--- src/sv/text_graphic_cell_renderer_core_assert.svh ---
// Assertion macros for the cell renderer; empty when SYNTH is defined.
// Both macros sample on clk and are disabled while rst_n is low.
`ifndef TEXT_GRAPHIC_CELL_RENDERER_CORE_ASSERT_SVH
`define TEXT_GRAPHIC_CELL_RENDERER_CORE_ASSERT_SVH
`ifndef SYNTH
`define TGCR_ASSERT_SAME(lbl, ante, cons) \
    lbl: assert property (@(posedge clk) disable iff (!rst_n) (ante) |-> (cons)) \
        else $error("tgcr check failed");
`define TGCR_ASSERT_NEXT(lbl, ante, cons) \
    lbl: assert property (@(posedge clk) disable iff (!rst_n) (ante) |=> (cons)) \
        else $error("tgcr check failed");
`else
`define TGCR_ASSERT_SAME(lbl, ante, cons)
`define TGCR_ASSERT_NEXT(lbl, ante, cons)
`endif
`endif

--- src/sv/tgcr_line.sv ---
`default_nettype none
module tgcr_line
(
    input  wire        scr_one,
    input  wire        scr_two,
    input  wire        graph,
    input  wire [7:0]  font_byte,
    input  wire [7:0]  char_byte,
    input  wire        flag_bit,
    input  wire [2:0]  row_colour,
    input  wire [2:0]  back,
    input  wire        cursor_on,
    input  wire        blank,
    output logic [23:0] pixels
);

    logic [7:0]  bits;
    logic [2:0]  cl;
    logic [2:0]  cr;
    logic [23:0] packed_line;

    // pick pattern and colours for this line
    always_comb
    begin
        bits = font_byte;
        cl   = row_colour;
        cr   = row_colour;
        if (graph && scr_one)
        begin
            if (flag_bit)
            begin
                cl   = char_byte[6:4];
                cr   = char_byte[2:0];
                bits = {{4{|char_byte[7:4]}}, {4{|char_byte[3:0]}}};
            end
            else
            begin
                bits = 8'd0;
            end
        end
        else if (graph && scr_two)
        begin
            bits = flag_bit ? char_byte : 8'd0;
            cl   = 3'd7;
            cr   = 3'd7;
        end
    end

    // leftmost pixel lands in the top bits
    always_comb
    begin
        for (int i = 0; i < 8; i++)
        begin
            if (bits[7-i])
            begin
                packed_line[23-3*i -: 3] = (i < 4) ? cl : cr;
            end
            else
            begin
                packed_line[23-3*i -: 3] = back;
            end
        end
    end

    always_comb
    begin
        priority if (blank)
        begin
            pixels = 24'd0;
        end
        else if (cursor_on)
        begin
            pixels = 24'hffffff;
        end
        else
        begin
            pixels = packed_line;
        end
    end

endmodule
`default_nettype wire

--- config.mk ---
export PLATFORM = sky130hd
export DESIGN_NAME = tgcr_line
export DESIGN_NICKNAME = d
export VERILOG_FILES = /design/src/sv/text_graphic_cell_renderer_core_assert.svh /design/src/sv/tgcr_line.sv
export SDC_FILE = /design/constraint.sdc
export NUM_CORES = 1
export LEC_CHECK = 0
export ABC_AREA = 1
export BUFFER_PORTS_ARGS = -buffer_cell sky130_fd_sc_hd__buf_2
export CAP_MARGIN = 20
export CORE_UTILIZATION = 25
export DETAILED_ROUTE_END_ITERATION = 8
export PLACE_DENSITY = 0.59
export SLEW_MARGIN = 0
export SYNTH_ARGS = -nofsm -noshare
export SYNTH_HDL_FRONTEND = slang
export SYNTH_SLANG_ARGS = --single-unit
--- constraint.sdc ---
create_clock -name vclk -period 1.3
set_clock_uncertainty 0.05 [all_clocks]
set_input_delay 0.325 -clock vclk [all_inputs]
set_output_delay 0.325 -clock vclk [all_outputs]
set_load 0.005 [all_outputs]
======== Word level (Yosys, flattened, before mapping) ========
Index checks and enable logic that the tools add are counted.
operators by class
  add/subtract/negate cells ............... 0
  multiply operators ...................... 0
  div/mod/pow operators ................... 0
  order comparisons ....................... 0
  equal/unequal tests ..................... 0
  shifts and indexed selects .............. 0
  mux-type cells .......................... 19
  bitwise gates (word level) .............. 0
  reductions and logical operators ........ 4
operator list
  kind                count
  2-to-1 mux 24 bit   2
  2-to-1 mux 3 bit    13
  2-to-1 mux 8 bit    4
  OR reduction 4 bit  2
  logical AND 1 bit   2
storage, ports and cells
  register bits ........................... 0
  latch bits .............................. 0
  bits in writable memories ............... 0
  ROM bits ................................ 0
  input port bits ......................... 28
  output and inout port bits .............. 24
  word-level logic and storage cells ...... 23
  memories ................................ 0

======== Depth between registers and ports, before layout ========
  depth in word-level cells ............... 6
  gate-level depth with buffers ........... 10
  gate-level depth less buffers ........... 9

======== Least setup slack after synthesis ========
No wires, ideal clock.
  path kind ............................... input -> output
  start ................................... input port flag_bit
  end ..................................... output port pixels[0]
  arrival time ............................ 1.021 ns
  required time ........................... 0.925 ns
  setup slack ............................. -0.096 ns
  stages .................................. 10
  path buffers ............................ 1
  cells stage by stage .................... buf_4 -> nand2_1 -> inv_1 -> nand2_1 -> nand3_2 -> nand2_1 -> nand2_1 -> nand3_1 -> nand2_1 -> inv_1
on the way
  word-level cells in the longest chain between the ends .. 6
  elaborated cells on any way between the ends .. 9
  those cells by class .................... mux (9)
ends and longest elaborated chain
  item                   RTL line         text
  start, declared        tgcr_line.sv:9   input wire flag_bit,
  2-to-1 mux 8 bit       tgcr_line.sv:43  bits = flag_bit ? char_byte : 8'd0;
  2-to-1 mux 8 bit       tgcr_line.sv:41  else if (graph && scr_two)
  2-to-1 mux 8 bit       tgcr_line.sv:28  if (graph && scr_one)
  2-to-1 mux 3 bit (*)   tgcr_line.sv:54  if (bits[7-i])
  2-to-1 mux 24 bit (*)  tgcr_line.sv:71  else if (cursor_on)
  2-to-1 mux 24 bit (*)  tgcr_line.sv:67  priority if (blank)
  end, declared          tgcr_line.sv:14  output logic [23:0] pixels
Mark *: on every way between the ends. The rest lies on a longest branch, timed or not.

======== Final worst setup path ========
  start ................................... input port graph
  end ..................................... output port pixels[3]
on the way
  word-level cells in the longest chain between the ends .. 6
  elaborated cells on any way between the ends .. 9
  those cells by class .................... mux (7); reduce/logical (2)
ends and longest elaborated chain
  item                                                  RTL line         text
  start, declared                                       tgcr_line.sv:6   input wire graph,
  logical AND 1 bit                                     tgcr_line.sv:41
  2-to-1 mux 3 bit or 2-to-1 mux 8 bit (tied branches)  tgcr_line.sv:41
  2-to-1 mux 3 bit or 2-to-1 mux 8 bit (tied branches)  tgcr_line.sv:28
  2-to-1 mux 3 bit (*)                                  tgcr_line.sv:54
  2-to-1 mux 24 bit (*)                                 tgcr_line.sv:71
  2-to-1 mux 24 bit (*)                                 tgcr_line.sv:67
Marked as above.

==> out/qor.csv <==
stage,metric,value,unit
run_status,run status,"finished, violations left",
run_status,violated checks,negative setup slack,
pwr,VDD IR-drop max,0.154,mV
sta,Tmin final,1.64,ns
final_layout,fin nets,306,
logic_synthesis,Synth Warn #,0,
logic_synthesis,Commonest cells post-synth,"98 x nand2_1, 48 x nand3_1, 38 x inv_1",
sta,final worst setup slack,-0.341,ns
floorplan,die height,67.1,microns
logic_synthesis,"top cells by area, synth","nand2_1 35%, nand3_1 23%, inv_1 13%",
placement,Final Wtd Congestion,0.832,
grt,initial antenna violation count,0,
detailed_routing,Vias/cell,4.70,
logic_synthesis,largest family of logic cells by synthesized area,simple AND/OR/NAND/NOR gates,
pwr,sw frac,57.3,%
grt,gr ovfl total,0,
worst_hold_path,Hold WC Path Type,input pin to output pin,
floorplan,core area,0.00403,sq mm
placement,dpl hpwl,2490,microns
logic_synthesis,Mapped Area,0.00106,sq mm
final_layout,Seq. cell area,0,sq um
setup_path,CP dominant cell by count,nand2_4,
logic_synthesis,xor/xnor cell area share of the yosys netlist,0,%
logic_synthesis,top cell type's share of synthesized area,34.8,%
floorplan,Starting Density,26.3,%
logic_synthesis,Cells after Synth,227,
final_layout,fin util,50.7,%
floorplan,Die X,67.1,microns
detailed_routing,Vias,1532,
floorplan,FP Rows,23,
logic_synthesis,post-synthesis adder-cell area fraction,0,%
sta,relative slew slack,84.8,%
detailed_routing,drt first pass iters,4,
pwr,Power Dens Cells,387,mW/mm^2
pwr,Seq pwr share,0,%
logic_synthesis,mux contribution to synthesized area,0,%
logic_synthesis,top-count cell post-synth,nand2_1,
pwr,Power Internal,338,uW
detailed_routing,antenna-violating nets left,0,
detailed_routing,routed wire length,3780,microns
setup_path,Worst Path Arrival,1.27,ns
setup_path,"slowest stage cell, crit path",buf_8,
logic_synthesis,"Seq/Total Area, Yosys",0,%
pwr,Final Total Pwr,790,uW
flow_run,Max Cap Viol,0,
sta,Min Hold Slack,1.08,ns
logic_synthesis,post-synth cell types,13,
setup_path,CP Launch Type,input pin,
floorplan,DIE AREA,0.00450,sq mm
detailed_routing,drt drc,0,
final_layout,Syn-to-layout area delta,93.1,%
logic_synthesis,compound-gate portion of the synthesized area,0,%
pwr,Clk pwr share,0,%
logic_synthesis,syn_nets,255,
logic_synthesis,Post-Syn Area per Cell,4.66,sq um
final_layout,layout cell share with drive strength beyond 1,58.7,%
logic_synthesis,dominant cell type by area after synthesis,nand2_1,
placement,# port buffers,52,
setup_path,Worst path max stage delay,0.14,ns
sta,"Hold Vio Cnt, Final",0,
grt,first-pass GRT wire length,6000,microns
sta,RSZ-0062 raised after global routing,yes,
setup_path,WP data required,0.93,ns
pwr,Leakage,1.20,nW
sta,Max Freq,609,MHz
sta,Final Max Tran Viols,0,
detailed_routing,initial detailed-routing violation count,96,
setup_path,CP Cell Sequence,"buf_12, nand2_8, buf_8, nand2_4, nand3_4, nand2_4, nand2_2, nand3_1, nand2_1, inv_1, buf_2",
pwr,Sw Pwr,453,uW
floorplan,I/O pin count,52,
sta,fin crit share,126,%
grt,vias in the first global route,1410,
clock_tree,Post-CTS Hold Buffers,0,
detailed_routing,detailed-route wire length per cell,11.6,microns
setup_path,Setup Crit Path Kind,input pin to output pin,
final_layout,fin area,0.00204,sq mm
sta,Tightest Pin Transition,0.229,ns
grt,largest net degree at the start of global routing,25,
grt,gr usage total,16.6,%
final_layout,diodes inserted,0,
sta,# setup viols final,24,
setup_path,CP Capture Type,output pin,
pwr,Combinational Power Share,100.0,%
final_layout,clock buf count,0,
placement,Placed Area,0.00144,sq mm
logic_synthesis,simple-gate share of the synthesized area,77.4,%
final_layout,FF+latch count,0,
setup_path,maximum fanout along the worst path,5,
## cell usage in the layout (no fill, tap or decap)
| cell | instances |
|---|---|
| buf_12 | 5 |
| buf_2 | 40 |
| buf_4 | 2 |
| buf_6 | 9 |
| buf_8 | 3 |
| inv_1 | 37 |
| inv_4 | 1 |
| inv_6 | 1 |
| inv_8 | 1 |
| nand2_1 | 57 |
| nand2_2 | 27 |
| nand2_4 | 29 |
| nand2_8 | 4 |
| nand3_1 | 20 |
| nand3_2 | 28 |
| nand3_4 | 8 |
| nor2_4 | 4 |
## logic make-up (layout without fill, tap and decap cells)
kind of cell           Yosys count  in the layout
and+or+nand+nor                175            177
buffers and inverters           52             99
## path summary, 6_finish.rpt
path  start         end  slack (ns)  depth (start not counted)
max   graph   pixels[3]       -0.34                         11
min   blank  pixels[13]        1.08                          6
## worst max-delay path, delay by kind of cell
family / cells / cell delay (ns)
buf+inv: 4 / 0.39
simple gates: 7 / 0.54
## timing repair
action	in CTS	in global routing
pin swaps	29	33
buffers inserted	0	0
cloned	3	0
endpoints found under the setup margin	24	24
gates resized for setup	73	61
## stage by stage
stage | setup TNS, ns | instances | setup WS, ns
5_1_grt | -8.84 | 326 | -0.427
3_5_place_dp | -9.24 | 323 | -0.401
6_report | -7.04 | 326 | -0.341
3_3_place_gp | -8.87 | 323 | -0.385
2_1_floorplan | -1.38 | 227 | -0.0637
4_1_cts | -6.96 | 326 | -0.303
## routing by layer
layer	GRT usage, %	routed length, microns	up-vias
met1	20.7	1540	710
met3	0.171	114	4
met2	32.3	2080	26
li1	-	-	792
met5	0	0	-
met4	0.798	41	0
## power groups by stage
| stage | clock, mW | combinational, mW | sequential (mW) |
|---|---|---|---|
| 2_1_floorplan | 0 | 0.380 | 0 |
| 3_3_place_gp | 0 | 0.544 | 0 |
| 3_5_place_dp | 0 | 0.549 | 0 |
| 4_1_cts | 0 | 0.688 | 0 |
| 5_1_grt | 0 | 0.872 | 0 |
| 6_report | 0 | 0.790 | 0 |
## cell type report
type	count	area, sq um
fill	416	1980
inverter	40	165
multi-input combinational	177	1360
tap	50	62.6
timing repair buffer	59	462
No activity file was read; power rests on OpenSTA's default activity.
