$ cat config.mk
export PLATFORM = sky130hd
export DESIGN_NAME = tgcr_cfg
export DESIGN_NICKNAME = d
export VERILOG_FILES = /design/src/sv/text_graphic_cell_renderer_core_assert.svh /design/src/sv/tgcr_pkg.sv /design/src/sv/tgcr_cfg.sv
export SDC_FILE = /design/constraint.sdc
export NUM_CORES = 1
export LEC_CHECK = 0
export ABC_CLOCK_PERIOD_IN_PS = 2150
export BUFFER_PORTS_ARGS = -buffer_cell sky130_fd_sc_hd__buf_2
export CAP_MARGIN = 5
export CORE_MARGIN = 1.5
export CORE_UTILIZATION = 45
export DETAILED_ROUTE_END_ITERATION = 6
export HOLD_SLACK_MARGIN = 0.1
export PLACE_DENSITY = 0.78
export REMOVE_ABC_BUFFERS = 1
export SYNTH_ARGS = -nofsm -noshare
export SYNTH_HDL_FRONTEND = slang
export SYNTH_SLANG_ARGS = --single-unit
$ cat constraint.sdc
create_clock -name clk -period 2.15 [get_ports clk]
set_input_delay 0.215 -clock clk [delete_from_list [all_inputs] [get_ports clk]]
set_output_delay 0.215 -clock clk [all_outputs]
set_load 0.02 [all_outputs]
$ cat src/sv/text_graphic_cell_renderer_core_assert.svh
// Assertion macros for the cell renderer; empty when SYNTH is defined.
// Both macros sample on clk and are disabled while rst_n is low.
`ifndef TEXT_GRAPHIC_CELL_RENDERER_CORE_ASSERT_SVH
`define TEXT_GRAPHIC_CELL_RENDERER_CORE_ASSERT_SVH
`ifndef SYNTH
`define TGCR_ASSERT_SAME(lbl, ante, cons) \
    lbl: assert property (@(posedge clk) disable iff (!rst_n) (ante) |-> (cons)) \
        else $error("tgcr check failed");
`define TGCR_ASSERT_NEXT(lbl, ante, cons) \
    lbl: assert property (@(posedge clk) disable iff (!rst_n) (ante) |=> (cons)) \
        else $error("tgcr check failed");
`else
`define TGCR_ASSERT_SAME(lbl, ante, cons)
`define TGCR_ASSERT_NEXT(lbl, ante, cons)
`endif
`endif

$ cat src/sv/tgcr_pkg.sv
`default_nettype none
package tgcr_pkg;

    // store geometry
    localparam int STORE_AW = 14;
    localparam int FONT_AW  = 11;
    localparam int SCAN_AW  = 11;
    localparam int PADDR_W  = 5;

    // input function codes
    localparam logic [2:0] FUNC_WR_CHAR  = 3'd0;
    localparam logic [2:0] FUNC_WR_FLAG  = 3'd1;
    localparam logic [2:0] FUNC_WR_FONT  = 3'd2;
    localparam logic [2:0] FUNC_TICK     = 3'd3;
    localparam logic [2:0] FUNC_START    = 3'd4;
    localparam logic [2:0] FUNC_RENDER   = 3'd5;

    // register indexes (byte address = 4 * index)
    localparam logic [2:0] REG_DISPLAY_MODE    = 3'd0;
    localparam logic [2:0] REG_CHARS_PER_ROW   = 3'd1;
    localparam logic [2:0] REG_DISPLAY_CONTROL = 3'd2;
    localparam logic [2:0] REG_CURSOR_CONTROL  = 3'd3;
    localparam logic [2:0] REG_START_ADDRESS   = 3'd4;
    localparam logic [2:0] REG_CURSOR_ADDRESS  = 3'd5;

    // blink modes, cursor_control bits 6:5
    localparam logic [1:0] BLINK_STEADY = 2'b00;
    localparam logic [1:0] BLINK_NEVER  = 2'b01;
    localparam logic [1:0] BLINK_SLOW   = 2'b10;
    localparam logic [1:0] BLINK_FAST   = 2'b11;

    typedef enum logic [2:0] {
        ST_IDLE,
        ST_COLOUR_RD,
        ST_COLOUR_DATA,
        ST_FLAG,
        ST_FLAG_END,
        ST_LINE_RD,
        ST_LINE_CALC,
        ST_LINE_OUT
    } state_t;

    typedef struct packed {
        logic [7:0]  display_mode;
        logic [7:0]  chars_per_row;
        logic [7:0]  display_control;
        logic [6:0]  cursor_control;
        logic [10:0] start_address;
        logic [10:0] cursor_address;
    } cfg_t;

    typedef struct packed {
        logic                char_we;
        logic                flag_we;
        logic                font_we;
        logic [STORE_AW-1:0] addr;
        logic [7:0]          data;
    } st_wr_t;

    typedef struct packed {
        logic [STORE_AW-1:0] char_addr;
        logic [STORE_AW-1:0] flag_addr;
        logic [FONT_AW-1:0]  font_addr;
    } st_rd_t;

endpackage
`default_nettype wire

$ cat src/sv/tgcr_cfg.sv
`default_nettype none
module tgcr_cfg
(
    input  wire                           clk,
    input  wire                           rst_n,
    input  wire                           psel,
    input  wire                           penable,
    input  wire                           pwrite,
    input  wire [tgcr_pkg::PADDR_W-1:0]   paddr,
    input  wire [31:0]                    pwdata,
    output logic [31:0]                   prdata,
    output logic                          pready,
    output tgcr_pkg::cfg_t                cfg
);

    tgcr_pkg::cfg_t cfg_reg;
    tgcr_pkg::cfg_t cfg_next;
    logic           wr_en;
    logic [2:0]     idx;

    assign pready = 1'b1;
    assign wr_en  = psel & penable & pwrite;
    assign idx    = paddr[4:2];
    assign cfg    = cfg_reg;

    // register write decode
    always_comb
    begin
        cfg_next = cfg_reg;
        if (wr_en)
        begin
            unique case (idx)
                tgcr_pkg::REG_DISPLAY_MODE:    cfg_next.display_mode    = pwdata[7:0];
                tgcr_pkg::REG_CHARS_PER_ROW:   cfg_next.chars_per_row   = pwdata[7:0];
                tgcr_pkg::REG_DISPLAY_CONTROL: cfg_next.display_control = pwdata[7:0];
                tgcr_pkg::REG_CURSOR_CONTROL:  cfg_next.cursor_control  = pwdata[6:0];
                tgcr_pkg::REG_START_ADDRESS:   cfg_next.start_address   = pwdata[10:0];
                tgcr_pkg::REG_CURSOR_ADDRESS:  cfg_next.cursor_address  = pwdata[10:0];
                default:                       cfg_next = cfg_reg;
            endcase
        end
    end

    always_ff @(posedge clk or negedge rst_n)
    begin
        if (!rst_n)
        begin
            cfg_reg.display_mode    <= 8'd0;
            cfg_reg.chars_per_row   <= 8'd81;
            cfg_reg.display_control <= 8'd0;
            cfg_reg.cursor_control  <= 7'd0;
            cfg_reg.start_address   <= 11'd0;
            cfg_reg.cursor_address  <= 11'd0;
        end
        else
        begin
            cfg_reg <= cfg_next;
        end
    end

    // read back
    always_comb
    begin
        unique case (idx)
            tgcr_pkg::REG_DISPLAY_MODE:    prdata = {24'd0, cfg_reg.display_mode};
            tgcr_pkg::REG_CHARS_PER_ROW:   prdata = {24'd0, cfg_reg.chars_per_row};
            tgcr_pkg::REG_DISPLAY_CONTROL: prdata = {24'd0, cfg_reg.display_control};
            tgcr_pkg::REG_CURSOR_CONTROL:  prdata = {25'd0, cfg_reg.cursor_control};
            tgcr_pkg::REG_START_ADDRESS:   prdata = {21'd0, cfg_reg.start_address};
            tgcr_pkg::REG_CURSOR_ADDRESS:  prdata = {21'd0, cfg_reg.cursor_address};
            default:                       prdata = 32'd0;
        endcase
    end

endmodule
`default_nettype wire

Yosys cells after proc, flatten, opt, wreduce, memory -nomap -nowiden:

Cells that the tools add are included.
W data, S select, Z words.

* register bits: 53
* input bits: 42
* output and inout port bits: 86
* logic and storage cells: 21

* equality and inequality tests: 5
* muxes and demuxes: 1
* bitwise logic cells: 2
* reductions and logical operators: 7

Operator list (count)
* $pmux W11 S6: 1
* $reduce_and A2 Y1: 6
* $eq A3 B2 Y1 const B: 2
* $eq A3 B3 Y1 const B: 2
* $eq A3 B1 Y1 const B: 1
* $logic_not A3 Y1: 1
* $and A1 B1 Y1: 2

Logic depth before layout (Yosys ltp):

Gate-level depths: netlist of the first run.

* word-level depth: 3
* gate-level depth with buffers: 5
* gate-level depth less buffers: 3

Worst setup path before layout of the first run:

OpenSTA, ideal clock, no wires.

* path type: input -> output
* start: in paddr[2] (netlist bit)
* end: out prdata[7]
* data arrival time: 1.351 ns
* required time: 1.935 ns
* path slack: 0.584 ns
* cell stages on the path: 5
* buffers on the path: 2
* cell sequence: buf_2 > buf_2 > nor2b_1 > a2bb2oi_1 > o22ai_1

* longest elaborated chain between the ends: 2
* elaborated cells on any way between the ends: 7
* classes of those cells: 5 x eq/ne; 1 x mux; 1 x reduce/logical

Ends and longest elaborated chain
* start, declared: RTL line tgcr_cfg.sv:9 `input wire [tgcr_pkg::PADDR_W-1:0] paddr,`
* $eq A3 B3 Y1, or another cell as far along: RTL line tgcr_cfg.sv:64 `unique case (idx)`
* $pmux W11 S6 (*): RTL line tgcr_cfg.sv:64
* end, declared: RTL line tgcr_cfg.sv:11 `output logic [31:0] prdata,`

Mark *: on every way between the ends. The rest lies on a longest branch, timed or not.

Final worst setup path of the first run:

Ends and elaborated chain as after synthesis.

==> results summary, run 1 <==
The flow ran to the end, and the final reports show no timing, DRC or antenna violations. The worst supply voltage drop on vdd is around 410 µV. On the critical path, the stage with the largest delay is an instance of nor2b_1. Entering global routing, the biggest net connects 28 pins. The number of cells on the worst reg-to-reg path is 1. The basic-gate share of the synthesized area counting and, or, nand and nor cells is 5.93%. The number of instances in the placed design is 359. The critical path depth is 5. The cell family contributing the most delay on the critical path is buffers and inverters. The sequential cell area fraction in the yosys report came out at 49.2%. The final period utilization came out at 82.3%. The via count of the first global-routing pass was 1745. The number of distinct library cells after synthesis is 31. The net count of the finished layout is 334. The area of the die came out at 0.00648 mm². The type of element launching the critical path is an input port. Leaving out fill and tap cells, the most frequent cell in the layout is buf_2. After synthesis, the share of flip-flops with an asynchronous set or reset is 100%. The horizontal die dimension came out at 80.5 µm. Summing internal, switching and leakage power gives roughly 2.9 mW. The floorplan step set the die height to 80.5 µm. The destination of the worst register-to-register timing path is cfg[17]. The buffer and inverter count on the worst path is 2.

The last weighted congestion value of the routability-driven placer is 0.768. The vias per cell came out at just over 5. The final cell count without fillers is 368. The count of TritonRoute iterations in the first routing pass is 4. Static timing analysis puts the maximum clock frequency at ~560 MHz. In this run the worst setup path terminates at prdata[7].

In the final timing run, aggregate negative setup slack is 0 ps. The count of final hold-check violations is 0. The register with the most flip-flops in the layout has 53 of them. The number of I/O port buffers came out at 82. The critical path arrival is 1560 ps. For the pin with the worst max-slew slack, the measured transition is 647 ps. Clock tree synthesis found a total of 53 sinks. The total number of vias is 1869.

The worst clock skew is 0 ps. The net switching component of the power came out at 1.00 mW. The adder-cell area share of the yosys netlist came out at 0%. Measured against its own limit, the worst slew margin works out to 56.9%. The count of endpoints failing setup in the final report came out at 0. In this run, CTS created clock tree buffers numbering 5. The final cell utilization of the core is 55.6%. The total cell area at the placement stage came out at roughly 0.0032 mm². The number of levels the H-tree was split into came out at 2. The count of inserted antenna diode cells is 0.

Of the total power, the clock network draws 19.6%. The ratio of cells with drive above 1 in the final layout is 57.0%. The number of buffers between clock root and the deepest sink is 2. The final cell area excluding filler cells came out at 0.00325 mm². The synthesized netlist devotes 4.40% of its cell area to compound gates. The root buffer cell is clkbuf_8. By startpoint and endpoint, the worst setup path is classified as in2out. The leakage power figure is 1.70 nW.

The delay of the slowest critical-path stage is 510 ps. The post-synthesis cell type with the largest combined area is dfrtp_1. After detailed routing, the total wire length is 5830 µm. The post-detailed-route DRC marker count is 0. The fraction of synthesized cell area in xor and xnor cells came out at 0%. For flop-to-flop paths, the worst setup slack is around 1400 ps. The overall fraction of global-route tracks in use is 18.9%. The setup fix buffers added after clock tree synthesis is 0. The synthesized netlist occupies a cell area of around 0.0027 mm². The relative contribution of combinational cells to total power is 33.6%.

The initial cell density of the core came out at between 40% and 50%. The most numerous cell on the critical path is buf_2. The estimated wirelength of the detail-placed design came out at between 4000 and 5000 µm. In this run the count of I/O pins placed on the die edge is between 100 and 150. The source of the worst register-to-register timing path is cfg[17]. Before CTS, the worst setup slack after placement is 320 ps. By area, the combinational part of the netlist is dominated by multiplexers. The mean area per synthesized cell is roughly 13 µm². The aggregate global routing overflow is 0. The multiplexer fraction of the synthesized cell area came out at 32.1%. The total of warnings raised by yosys is 0. The net switching share of the total power came out at 34.9%.

Walking the worst path, the cells encountered are buf_2, nor2b_1, a2bb2oi_1, o22ai_1, buf_2. The part of the total power dissipated in sequential elements is 46.8%. The post-route minimum period came out at 1770 ps. Counting every instance in the synthesized netlist gives 203. The critical path required time is 1930 ps. The clock-pin slew on the worst setup and hold paths came out at 90 ps. For this block, the initial DRC count from the detailed router was 83. Setup repair after global routing left no endpoint under its margin. The area share of the largest cell type after synthesis is 46.3%. In this run the worst setup path begins at paddr[2]. In this run, synthesis inferred 0 flip-flops with an integrated enable. The tightest min-delay check is of the in2reg type. The per-cell routed wire length is 15.8 µm. The number of max-cap violations came out at 0. The clock insertion delay at the later pin of the skew report came out at 290 ps. In the post-route analysis, the smallest setup slack over all paths is 380 ps. The detail route stage leaves a number of antenna-violating nets equal to 0. The worst setup path is captured at an output pin. In this run, synthesis produced a sequential element count of 53. In the synthesized netlist the dominant register cell turns out to be dfrtp_1. The synthesis-to-finish area growth came out at 20.5%.

The library cells used most frequently in the layout, excluding fill and tap cells, are buf_2, mux2_2, dfrtp_1, conb_1, mux2i_1. The initial antenna violation count came out at 0. The worst hold-check slack is 159 ps. Power spread over the standard cell area amounts to 884 mW/mm². The number of pins with negative max-slew slack in the final report came out at 0.

Internal power comes to 1.87 mW. The area of the placeable core came out at 0.00585 mm². The first global-routing pass estimated a little over 9000 µm of wire. The number of cell rows is 28. The worst-path maximum fanout came out at 16. Ranked by total cell area, the synthesized netlist is headed by dfrtp_1, mux2_2, buf_4, mux2i_1, mux2_4. TritonCTS built the clock tree.
## cell usage after synthesis (all sizes together) (2+ instances only)
cell and instances:
o21a 2, nand2 2, o32a 2, nand2b 3, o21ai 5, mux2i 16
dfstp 3, dfrtp 50, conb 2, nor3b 2, a22oi 3, nor2 7
nand3 3, mux2 60, buf 31
## how the worst min path moves through the flow
stage          slack (ps)       start       to  cells after the start
6_report              160  pwdata[10]  cfg[10]                      2
5_1_grt               150  pwdata[10]  cfg[10]                      2
4_1_cts               150   pwdata[8]  cfg[19]                      2
3_5_place_dp          280       rst_n  cfg[20]                      1
3_3_place_gp          260       rst_n  cfg[20]                      1
2_1_floorplan         -80       rst_n   cfg[0]                      0
## cells by family (layout without fill, tap and decap cells)
kind of cell / count (synthesis) / after routing
other: 2 / 22
AOI/OAI and AO/OA: 17 / 17
muxes: 76 / 76
and+or+nand+nor: 24 / 24
DFF: 53 / 53
buffers and inverters: 31 / 101
## per-layer routing
layer / global-route usage, % / wire length [µm] / up-vias
met5: 0 / 0 / -
met4: 4.31 / 38 / 0
met3: 4.09 / 360 / 6
met2: 30.4 / 2770 / 76
met1: 25.9 / 2660 / 922
li1: - / - / 865
## timing repair
item | 4_1_cts | 5_1_grt
gates resized for setup | 0 | 0
hold buffers | 1 | 0
setup endpoints to repair | 0 | 0
hold endpoints to repair | 24 | 0
## power by group through the flow
stage / Sequential (mW) / Combinational (mW) / Clock, mW
floorplan: 1.59 / 0.378 / 0
global placement: 1.36 / 0.959 / 0
finish: 1.35 / 0.967 / 0.563
detailed placement: 1.37 / 0.975 / 0
CTS: 1.35 / 0.978 / 0.581
global route: 1.38 / 1.04 / 0.619
## final cells by class
class	instances	area (µm²)
fill	525	2600
sequential	53	1330
multi-input combinational	139	1230
timing repair buffer	93	508
tap	75	93.8
clock buffer	8	90.1
No activity file was read; power rests on OpenSTA's default activity.
==> run 2: changes to the inputs <==
Settings changed: ABC_CLOCK_PERIOD_IN_PS 2150 to 1800.
Clock period 2.15 ns to 1.8 ns, I/O delays scaled along.
==> run 2 against run 1 <==
Effect of this change:
- clock-buffer cell count fell by 3
- die area unchanged
- non-clock buffer count increased by 11
- final cell count rose by 3.0%
==> results summary, run 2 (synthesized netlist as in run 1, its figures left out) <==
Dividing the detail-routed wire length by the instance count gives 16.3 µm. The clock-pin slew on the worst setup and hold paths is 100 ps. The critical path arrival is roughly 1500 ps.

In the layout the commonest cells are buf_2, mux2_2, dfrtp_1, conb_1, buf_4. The clock passes through at most 2 buffers. The count of inserted antenna diode cells came out at 0.

In this run the count of I/O pins placed on the die edge is 128. The die span in y is 80.5 µm. The sum of negative setup slack came out at 0 ps. The run finished with clean final reports. The via count of the first global-routing pass came out at 1909. The vias per cell is 5.05. Based on the critical path, the design can be clocked at up to just under 600 MHz. The number of max-cap violations came out at 0. The count of nets left with antenna violations after detail routing is 0. The total number of vias is approximately 1900.

The number of pins with negative max-slew slack in the final report came out at 0. The H-tree was split into 2 levels. The worst supply voltage drop on vdd came out at 616 µV. The headroom to the max-slew limit came out at 60.7%. In this design, the stage delay of the slowest critical-path cell is ~540 ps. The worst-margin pin slew is 590 ps. The number of I/O port buffers is 82. For hold timing, the worst endpoint is cfg[10].

The worst register-to-register path has a depth of 2. The clock insertion delay at the later pin of the skew report came out at 300 ps. For this configuration, the core starts out at a cell density of a little under half. The source of the worst register-to-register timing path is cfg[43]. The critical path required time is 1620 ps.

The first detailed-routing pass ran for 4 iterations. Summed over all cells, the static leakage comes to roughly 1.8 nW. The overall fraction of global-route tracks in use is 19.6%.

The endpoint identified for the worst register-to-register timing path is cfg[43]. The synthesis-to-finish area growth is 23.6%. For this run the aggregate overflow at the end of global routing stands at 0. The ratio of total power to cell area came out at 1040 mW/mm².

The total number of nets in the final design is 345. The wire-length estimate of the detail-placed layout is between 4000 and 5000 µm. Walking the worst path, the cells encountered are mux2i_1, o21a_1, o211ai_1, buf_2. Leaving out fill and tap cells, the most frequent cell in the layout is buf_2. The first global-routing pass estimated 9530 µm of wire.

The post-route minimum period is 1700 ps. The last weighted congestion value of the routability-driven placer is about 0.76. The class of the tightest hold or removal check is in2reg. After layout, the worst path uses 94.6% of the clock period. The startpoint of the worst hold path is pwdata[10]. The cell sitting at the root of the clock tree is a clkbuf_8. The largest individual stage delay along the critical path comes from the cell dfstp_2.

The buffer and inverter count on the worst path came out at 1. Buffers inserted during clock tree synthesis total 5. The area of the die came out at 0.00648 mm².

The worst setup path category is reg2out. The worst setup path is launched from a flop. On the final layout, the worst clock skew is 0 ps. TritonCTS built the clock tree.

The post-cts resize count is 0. The worst-path maximum fanout came out at 2. The flip-flop count of the largest register, all copies and words added came out at 53. In this run the register-to-register setup slack is 980 ps.

The number of sinks driven by the clock tree came out at between 50 and 60. Setup repair after global routing could not meet its margin everywhere. The kind of cell with the highest combined delay on the critical path is flip-flops. The count of final hold-check violations is 0. The post-detailed-route DRC marker count is 0.

The number of cell rows is 28. The total power is 3.46 mW. The initial antenna violation count is 0. The number of design-rule violations left by the first detailed-router iteration is between 80 and 90. The final routed wirelength across all metal layers came out at 6180 µm.

The worst setup path is captured at an output pin. Counting instances, the worst hold path has a depth of 2. Setup violations remaining at the end of the flow were counted as 0. The core region is 0.00585 mm².

Entering global routing, the biggest net connects 30 pins. The ratio of cells with drive above 1 in the final layout came out at 59.2%. In this run the horizontal extent of the chip is 80.5 µm.
==> run 2: final cells by class <==
type,instances,area (µm²)
Fill cell,512,2510
Sequential cell,53,1330
Multi-Input combinational cell,139,1230
Timing Repair Buffer,104,591
Tap cell,75,93.8
Clock buffer,5,68.8
Clock inverter,3,22.5
==> run 2: timing repair <==
item                                    in CTS  in global routing
endpoints found under the setup margin       0                  1
buffers inserted                             0                  1
hold buffers                                 1                  0
hold endpoints to repair                    22                  0
==> run 2: per-layer routing <==
metal	wire, µm	global-route usage [%]	up-vias
met5	0	0	-
met1	2790	26.1	956
met2	3050	33.3	73
met3	284	2.73	4
li1	-	-	881
met4	52	5.52	0
==> run 2: where the power goes <==
part / switching, mW / total, mW / leakage [nW] / internal [mW]
clock network: 0.392 / 0.669 / 0.0481 / 0.277
registers: 0.178 / 1.61 / 0.671 / 1.43
logic: 0.681 / 1.18 / 1.04 / 0.502
==> run 2: worst max-delay path by stage <==
| stage | startpoint | to | slack, ps | cells after the start |
|---|---|---|---|---|
| after floorplan | paddr[3] | cfg[11] | 20 | 3 |
| after global placement | paddr[4] | prdata[3] | 210 | 5 |
| after detailed placement | paddr[4] | prdata[1] | 190 | 5 |
| after CTS | cfg[43] | prdata[6] | 70 | 4 |
| after global routing | cfg[43] | prdata[6] | -10 | 4 |
| final | cfg[43] | prdata[6] | 100 | 4 |
==> run 2: per-stage QoR <==
| step | instance area, µm² | hold slack [ps] | setup slack, ps | util [%] | instances |
|---|---|---|---|---|---|
| 2_1_floorplan | 2560 | -116 | 18.6 | - | 192 |
| 3_3_place_gp | 3230 | 209 | 205 | 55.2 | 369 |
| 3_5_place_dp | 3230 | 208 | 192 | 55.2 | 369 |
| 4_1_cts | 3330 | 117 | 71.4 | 56.9 | 378 |
| 5_1_grt | 3340 | 123 | -9.88 | 57.1 | 379 |
| 6_report | 3340 | 127 | 97.1 | 57.1 | 379 |
